File: src/hw/rtl/mmsd_pkg.sv
// Package for the multiplexed meter scan decoder.
// Holds the beat layouts, field widths, event codes and display constants.
// No dependencies; every module of the decoder imports it.
package mmsd_pkg;

    localparam int S_TDATA_W = 16;
    localparam int M_TDATA_W = 32;

    localparam logic [3:0] BLANK_DIGIT = 4'hf;
    localparam logic [2:0] POINT_BASE  = 3'd5;

    // Event source carried on s_tuser
    typedef enum logic {
        OP_STROBE0 = 1'b0,
        OP_DIGIT   = 1'b1
    } op_t;

    // One decoded input event
    typedef struct packed {
        op_t        op;
        logic       strobe0_line;
        logic [3:0] strobe_lines;
        logic [3:0] data_nibble;
        logic       hv_line;
        logic       dp_line;
    } in_item_t;

    // One finished display frame
    typedef struct packed {
        logic       negative;
        logic       leading_one;
        logic [3:0] digit_one;
        logic [3:0] digit_two;
        logic [3:0] digit_three;
        logic [3:0] digit_four;
        logic [2:0] point_position;
        logic       overrange;
        logic       decibel_mode;
        logic       relative_mode;
        logic       high_voltage;
    } frame_t;

endpackage

File: src/hw/rtl/mmsd_in_stage.sv
// Input register stage of the scan decoder.
// Unpacks the slave beat into an event record; depends on mmsd_pkg.
module mmsd_in_stage (
    input  logic                           clk,
    input  logic                           rst_n,
    input  logic                           s_tvalid,
    output logic                           s_tready,
    input  logic [mmsd_pkg::S_TDATA_W-1:0] s_tdata,
    input  logic                           s_tuser,
    input  logic                           advance,
    output logic                           item_valid,
    output mmsd_pkg::in_item_t             item
);
    import mmsd_pkg::*;

    logic     valid_reg;
    in_item_t item_reg;
    in_item_t item_next;

    // Take a new beat when the stage is empty or its event moves on
    assign s_tready = !valid_reg || advance;

    // Unpack the beat fields
    always_comb
    begin
        item_next.op           = op_t'(s_tuser);
        item_next.strobe0_line = s_tdata[0];
        item_next.strobe_lines = s_tdata[4:1];
        item_next.data_nibble  = s_tdata[8:5];
        item_next.hv_line      = s_tdata[9];
        item_next.dp_line      = s_tdata[10];
    end

    // Hold the valid flag
    always_ff @(posedge clk or negedge rst_n)
    begin
        if (!rst_n)
        begin
            valid_reg <= 1'b0;
        end
        else if (s_tready)
        begin
            valid_reg <= s_tvalid;
        end
    end

    // Capture the payload
    always_ff @(posedge clk)
    begin
        if (s_tvalid && s_tready)
        begin
            item_reg <= item_next;
        end
    end

    assign item_valid = valid_reg;
    assign item       = item_reg;

endmodule

File: src/hw/rtl/mmsd_core.sv
// Decoder state and frame assembly of the scan decoder.
// Latches flags and digits per event and builds the frame; depends on mmsd_pkg.
module mmsd_core (
    input  logic               clk,
    input  logic               rst_n,
    input  mmsd_pkg::in_item_t item,
    input  logic               fire,
    output logic               emit,
    output mmsd_pkg::frame_t   frame
);
    import mmsd_pkg::*;

    logic [3:0] digit_reg [4];
    logic [3:0] digit_next [4];
    logic       lead_one_reg, lead_one_next;
    logic       sign_reg, sign_next;
    logic       db_reg, db_next;
    logic       rel_reg, rel_next;
    logic       hv_reg, hv_next;
    logic [2:0] point_reg, point_next;
    logic [2:0] point_upd;
    logic [1:0] pos_idx;
    logic       pos_hit;
    logic       over;

    // Pick the first active strobe, order 1 to 4
    always_comb
    begin
        pos_hit = 1'b1;
        pos_idx = 2'd0;
        if (item.strobe_lines[3])
        begin
            pos_idx = 2'd0;
        end
        else if (item.strobe_lines[2])
        begin
            pos_idx = 2'd1;
        end
        else if (item.strobe_lines[1])
        begin
            pos_idx = 2'd2;
        end
        else if (item.strobe_lines[0])
        begin
            pos_idx = 2'd3;
        end
        else
        begin
            pos_hit = 1'b0;
        end
    end

    // Work out the state after this event
    always_comb
    begin
        digit_next    = digit_reg;
        lead_one_next = lead_one_reg;
        sign_next     = sign_reg;
        db_next       = db_reg;
        rel_next      = rel_reg;
        hv_next       = hv_reg;
        point_upd     = point_reg;
        emit          = 1'b0;
        case (item.op)
            OP_STROBE0:
            begin
                if (item.strobe0_line)
                begin
                    lead_one_next = item.data_nibble[0];
                    db_next       = item.data_nibble[1];
                    sign_next     = item.data_nibble[3] && !item.data_nibble[2];
                    hv_next       = item.hv_line;
                    rel_next      = item.dp_line;
                end
            end
            OP_DIGIT:
            begin
                if (pos_hit)
                begin
                    digit_next[pos_idx] = item.data_nibble;
                    if (item.dp_line)
                    begin
                        point_upd = POINT_BASE - 3'd1 - {1'b0, pos_idx};
                    end
                    emit = (pos_idx == 2'd3);
                end
            end
            default:
            begin
                emit = 1'b0;
            end
        endcase
        // The last digit closes the frame and drops the point
        point_next = emit ? 3'd0 : point_upd;
    end

    // Build the frame from the updated state
    always_comb
    begin
        over = !lead_one_next &&
               digit_next[0] == BLANK_DIGIT && digit_next[1] == BLANK_DIGIT &&
               digit_next[2] == BLANK_DIGIT && digit_next[3] == BLANK_DIGIT;
        frame.negative       = sign_next;
        frame.leading_one    = lead_one_next;
        frame.digit_one      = digit_next[0];
        frame.digit_two      = digit_next[1];
        frame.digit_three    = digit_next[2];
        frame.digit_four     = digit_next[3];
        frame.point_position = over ? 3'd0 : point_upd;
        frame.overrange      = over;
        frame.decibel_mode   = db_next;
        frame.relative_mode  = rel_next;
        frame.high_voltage   = hv_next;
    end

    // Hold the decoder state
    always_ff @(posedge clk or negedge rst_n)
    begin
        if (!rst_n)
        begin
            for (int i = 0; i < 4; i++)
            begin
                digit_reg[i] <= 4'd0;
            end
            lead_one_reg <= 1'b0;
            sign_reg     <= 1'b0;
            db_reg       <= 1'b0;
            rel_reg      <= 1'b0;
            hv_reg       <= 1'b0;
            point_reg    <= 3'd0;
        end
        else if (fire)
        begin
            digit_reg    <= digit_next;
            lead_one_reg <= lead_one_next;
            sign_reg     <= sign_next;
            db_reg       <= db_next;
            rel_reg      <= rel_next;
            hv_reg       <= hv_next;
            point_reg    <= point_next;
        end
    end

    // A closed frame always leaves the point cleared
    assert property (@(posedge clk) disable iff (!rst_n)
        fire && emit |=> point_reg == 3'd0)
        else $error("point not cleared after frame");

    // Overrange frames carry no point
    assert property (@(posedge clk) disable iff (!rst_n)
        frame.overrange |-> frame.point_position == 3'd0)
        else $error("overrange frame with point");

    // Only a strobe-4 digit event closes a frame
    assert property (@(posedge clk) disable iff (!rst_n)
        emit |-> item.op == OP_DIGIT && item.strobe_lines == 4'b0001)
        else $error("frame from wrong event");

endmodule

File: src/hw/rtl/mmsd_out_stage.sv
// Result register stage of the scan decoder.
// Holds one frame for the master side and packs its beat; depends on mmsd_pkg.
module mmsd_out_stage (
    input  logic                           clk,
    input  logic                           rst_n,
    input  logic                           load,
    input  mmsd_pkg::frame_t               frame,
    output logic                           free,
    output logic                           m_tvalid,
    input  logic                           m_tready,
    output logic [mmsd_pkg::M_TDATA_W-1:0] m_tdata
);
    import mmsd_pkg::*;

    logic   valid_reg;
    frame_t frame_reg;

    // Room for a new frame when empty or the current beat leaves now
    assign free = !valid_reg || m_tready;

    // Hold the valid flag
    always_ff @(posedge clk or negedge rst_n)
    begin
        if (!rst_n)
        begin
            valid_reg <= 1'b0;
        end
        else if (free)
        begin
            valid_reg <= load;
        end
    end

    // Capture the frame
    always_ff @(posedge clk)
    begin
        if (load && free)
        begin
            frame_reg <= frame;
        end
    end

    // Pack the beat, lowest field first
    assign m_tvalid = valid_reg;
    assign m_tdata  = {7'd0,
                       frame_reg.high_voltage,
                       frame_reg.relative_mode,
                       frame_reg.decibel_mode,
                       frame_reg.overrange,
                       frame_reg.point_position,
                       frame_reg.digit_four,
                       frame_reg.digit_three,
                       frame_reg.digit_two,
                       frame_reg.digit_one,
                       frame_reg.leading_one,
                       frame_reg.negative};

endmodule

File: src/hw/rtl/multiplexed_meter_scan_decoder.sv
// Top level of the multiplexed meter scan decoder.
// Ties the input stage, decoder core and result stage; depends on mmsd_pkg.
//
// Follows the strobe scan of a 4 1/2 digit meter display. Each slave beat is
// one strobe-line change: a strobe-0 beat with the line high latches the
// leading one and the sign, dB, HV and relative flags; a strobe 1-4 beat
// stores the digit of the first active strobe and, with the point line set,
// records the point position. The strobe-4 beat sends one frame on the master
// side and clears the point. Overrange is flagged when there is no leading
// one and all four digits are blank, and then the point reads as zero.
// Each beat passes the input register and then updates the decoder state;
// a beat is accepted every cycle as long as the single result register can
// take the frame. A strobe-4 beat passes two registers: its frame moves from
// the input register into the result register once that register is free,
// and is then offered on the master side. No clearing pass after reset.
module multiplexed_meter_scan_decoder (
    input  logic                           clk,
    input  logic                           rst_n,
    input  logic                           s_tvalid,
    output logic                           s_tready,
    // strobe0_line[0], strobe_lines[4:1], data_nibble[8:5], hv_line[9],
    // dp_line[10], zero fill [15:11]
    input  logic [mmsd_pkg::S_TDATA_W-1:0] s_tdata,
    // op[0]: 0 strobe 0 changed, 1 strobe 1-4 changed
    input  logic                           s_tuser,
    output logic                           m_tvalid,
    input  logic                           m_tready,
    // negative[0], leading_one[1], digit_one[5:2], digit_two[9:6],
    // digit_three[13:10], digit_four[17:14], point_position[20:18],
    // overrange[21], decibel_mode[22], relative_mode[23],
    // high_voltage[24], zero fill [31:25]
    output logic [mmsd_pkg::M_TDATA_W-1:0] m_tdata
);
    import mmsd_pkg::*;

    logic     item_valid;
    in_item_t item;
    logic     emit;
    frame_t   frame;
    logic     out_free;
    logic     advance;

    // Move the held beat on unless its frame has nowhere to go
    assign advance = item_valid && (!emit || out_free);

    mmsd_in_stage u_in_stage (
        .clk        (clk),
        .rst_n      (rst_n),
        .s_tvalid   (s_tvalid),
        .s_tready   (s_tready),
        .s_tdata    (s_tdata),
        .s_tuser    (s_tuser),
        .advance    (advance),
        .item_valid (item_valid),
        .item       (item)
    );

    mmsd_core u_core (
        .clk   (clk),
        .rst_n (rst_n),
        .item  (item),
        .fire  (advance),
        .emit  (emit),
        .frame (frame)
    );

    mmsd_out_stage u_out_stage (
        .clk      (clk),
        .rst_n    (rst_n),
        .load     (advance && emit),
        .frame    (frame),
        .free     (out_free),
        .m_tvalid (m_tvalid),
        .m_tready (m_tready),
        .m_tdata  (m_tdata)
    );

    // A frame that moves on shows up on the master side next cycle
    assert property (@(posedge clk) disable iff (!rst_n)
        advance && emit |=> m_tvalid)
        else $error("frame lost between core and result stage");

    // A stalled full result stage blocks a frame-closing beat
    assert property (@(posedge clk) disable iff (!rst_n)
        item_valid && emit && m_tvalid && !m_tready |-> !advance && !s_tready)
        else $error("frame-closing beat moved into a full result stage");

    // An empty input stage always takes a beat
    assert property (@(posedge clk) disable iff (!rst_n)
        !item_valid |-> s_tready)
        else $error("empty input stage not ready");

endmodule

File: config.mk
export PLATFORM = sky130hd
export DESIGN_NAME = multiplexed_meter_scan_decoder
export DESIGN_NICKNAME = d
export VERILOG_FILES = /design/src/hw/rtl/mmsd_pkg.sv /design/src/hw/rtl/mmsd_in_stage.sv /design/src/hw/rtl/mmsd_core.sv /design/src/hw/rtl/mmsd_out_stage.sv /design/src/hw/rtl/multiplexed_meter_scan_decoder.sv
export SDC_FILE = /design/constraint.sdc
export NUM_CORES = 1
export LEC_CHECK = 0
export ABC_AREA = 0
export BUFFER_PORTS_ARGS = -buffer_cell sky130_fd_sc_hd__buf_4
export CORE_UTILIZATION = 52
export DETAILED_ROUTE_END_ITERATION = 10
export PLACE_DENSITY_LB_ADDON = 0.05
export SLEW_MARGIN = 20
export SYNTH_ARGS = -nofsm -noshare
export SYNTH_HDL_FRONTEND = slang
export SYNTH_SLANG_ARGS = --single-unit
File: constraint.sdc
create_clock -name clk -period 3.2 [get_ports clk]
set_clock_uncertainty 0.2 [all_clocks]
set_input_delay 0.32 -clock clk [delete_from_list [all_inputs] [get_ports clk]]
set_output_delay 0.32 -clock clk [all_outputs]
set_load 0.05 [all_outputs]
==> results.md <==
- Worst EP arrival: 2.03 ns
- Crit path max-delay family: simple AND/OR/NAND/NOR gates
- Starting Density: 0.540
- Worst min path class: in -> reg
- Cts bufs inserted: 9
- CP Max Fanout: 16
- YS warnings: 0
- LEAKAGE: 1.39 nW
- DIE WIDTH: 74.8 um
- Setup violators final: 0
- Area grow syn2layout: 26.0%
- Slew Limit Fails: 0
- GRT Overall Usage: 0.208
- Cell Count Post-Placement: 288
- Post-synth ARST share: 0.413
- CP cell instances: and2b_2 > nand3_4 > or3_1 > buf_4
- Dpl ws: 0.869 ns
- Synthesized flop and latch total: 63
- Most common cell after layout, fill and taps aside: buf_4
- Fmax: 0.393 GHz
- Final worst path period share: 0.795
- Total chip power: 2.22 mW
- CTS tree: done
- Largest net degree at the start of global routing: 27
- Nets: 264
- PostCTS Resize Cnt: 0
- XOR/XNOR share of the synthesized area: 0
- Fill cells: 354
- Cts hold-fix bufs: 14
- Setup slack after layout: 0.655 ns
- Cell Area, Synth: 0.00276 mm2
- Layout cells sized above 1: 0.371
- Port buffer count: 42
- Global route overflow: 0
- Final WL: 5060 um
- Worst slew margin: 0.638
- Hold Violations, Final: 0
- DPL Wire Length: 3310 um
- Netlist cell types: 41
- GP Congestion: 0.736
- Max reg flops: 25
- # H-tree levels: 3
- Die area: 0.00560 mm2
- Drt wl/cell: 15.9 um
- Drt drc: 0
- Post-Synth Adder-Cell Area: 0
- CTS Sinks: 63
- Multiplexer share of the synthesized area: 0.163
- Crit start category: register
- I/O Pins: 55
- Post-synthesis compound-gate area fraction: 0.0807
- # Max-Cap Violations: 0
- Most frequent cells in the layout: 45 x buf_4, 37 x edfxtp_1, 26 x mux2_2, 26 x dfrtp_1
- RSZ-0062 raised after global routing: false
- CP Class: reg -> out
- Number of global-route vias before repair: 1572
- Sequential share of the synthesized area: 0.639
- Worst Path Buf+Inv: 1
- Simple-gate share of the synthesized area: 0.0789
- Main flop type after synthesis: edfxtp_1
- Post-CTS Setup Inserts: 0
- Worst skew pair latency: 0.33 ns
- ANT nets after route: 0
- Reg clk slew, reported paths: 0.06 ns
- Largest family of logic cells by synthesized area: multiplexers
- Floorplan row count: 26
- Peak supply drop: 0.000374 V
- First-pass GRT wire length: 7990 um
- Critical Path Sink Type: output port
- Slowest stage delay, CP: 0.62 ns
- Number of synthesized flops with an enable pin: 37
- Vias: 1685
- Synth Area per Inst: 15.4 um2
- CTS Buffer Depth: 2
- Fin util: 0.681
- Vias per inst: 5.30
- Root buffer cell: clkbuf_8
- N_diodes: 0
- Min Tclk post-route: 2.55 ns
- Antenna violations before repair: 0
- Die extent in y: 74.8 um
- Sequential cell area: 0.00176 mm2
- Status: finished, final reports clean
- Multi-input logic area: 920 um2
- Drt pass-1 iters: 4
- Pwr/cell area: 637 mW/mm2
- Synth Instances: 179
- Core Region: 0.00511 mm2
- Iteration-0 DRC count of the detailed router: 97
- Worst path slowest cell: edfxtp_1
- Sum Neg Setup Slack: 0 ns
- Slew @ Worst Pin: 0.543 ns
- Fin cells: 318
- CP required: 2.68 ns
==> final timing paths <==
path,startpoint,end,slack (ns),cells after the start
worst max-delay path,u_in_stage.item[11]$_DFFE_PP_,s_tready,0.65,4
worst min-delay path,m_tready,u_out_stage.m_tvalid$_DFFE_PN0P_,0.14,4
worst max register to register,u_in_stage.item[11]$_DFFE_PP_,u_in_stage.item[5]$_DFFE_PP_,0.84,4
worst min register to register,u_core.hv_reg$_DFFE_PN0N_,u_core.hv_reg$_DFFE_PN0N_,0.28,1
max in group asynchronous,rst_n,u_core.digit_reg[0]$_DFFE_PN0N_,2.29,2
min in group asynchronous,rst_n,u_core.hv_reg$_DFFE_PN0N_,0.24,2
==> per-layer routing <==
metal  wire length [um]  vias to the layer above  global-route usage
met5                  0                        -                   0
met4                 77                        0              0.0881
met3                191                        8              0.0696
met2               2480                       41               0.330
met1               2310                      833               0.262
li1                   -                      803                   -
==> stage by stage <==
stage / cell area, um2 / hold slack (ns)
floorplan: 2780 / -0.176
global placement: 3120 / 0.0534
detailed placement: 3120 / 0.0582
CTS: 3480 / 0.119
global route: 3480 / 0.166
finish: 3480 / 0.135
==> kinds of logic after synthesis <==
kind of cell / count (synthesis)
flip-flops: 63
AND/OR/NAND/NOR: 32
other: 1
multiplexers: 40
buffers and inverters: 16
AO/OA/AOI/OAI: 27
==> tightest hold or removal path, delay by kind of cell <==
family	cells	cell delay, ns
AOI/OAI and AO/OA	1	0.08
buffers and inverters	2	0.17
and+or+nand+nor	1	0.06
==> synthesized netlist by cell type (2+ instances only) <==
| master | n | area (um2) |
|---|---|---|
| and3_1 | 2 | 12.5 |
| and4_1 | 3 | 26.3 |
| a2bb2oi_1 | 2 | 17.5 |
| nand4_1 | 3 | 18.8 |
| inv_1 | 4 | 15.0 |
| edfxtp_1 | 37 | 1110 |
| nor2_1 | 4 | 15.0 |
| o21ai_1 | 2 | 10.0 |
| a21oi_1 | 6 | 30.0 |
| dfrtp_1 | 26 | 651 |
| o2bb2ai_1 | 3 | 26.3 |
| buf_4 | 9 | 67.6 |
| nand2b_1 | 4 | 25.0 |
| mux2_1 | 14 | 158 |
| o21ai_0 | 3 | 15.0 |
| a31oi_1 | 3 | 18.8 |
| nand2_1 | 5 | 18.8 |
| mux2_2 | 26 | 293 |
==> cell type report <==
type / count / area share
clock buffers: 12 / 0.0418
clock inverters: 4 / 0.0198
inverters: 4 / 0.00432
multi-input cells: 106 / 0.265
flip-flops and latches: 63 / 0.507
well taps: 70 / 0.0252
repair buffers: 59 / 0.138
==> power by group <==
part	leakage (nW)	switching (mW)	total (mW)	internal, mW
clock	0.108	0.286	0.743	0.457
sequential	0.663	0.0918	1.11	1.02
combinational	0.622	0.164	0.361	0.197
Power figures use the tool's default switching activity.
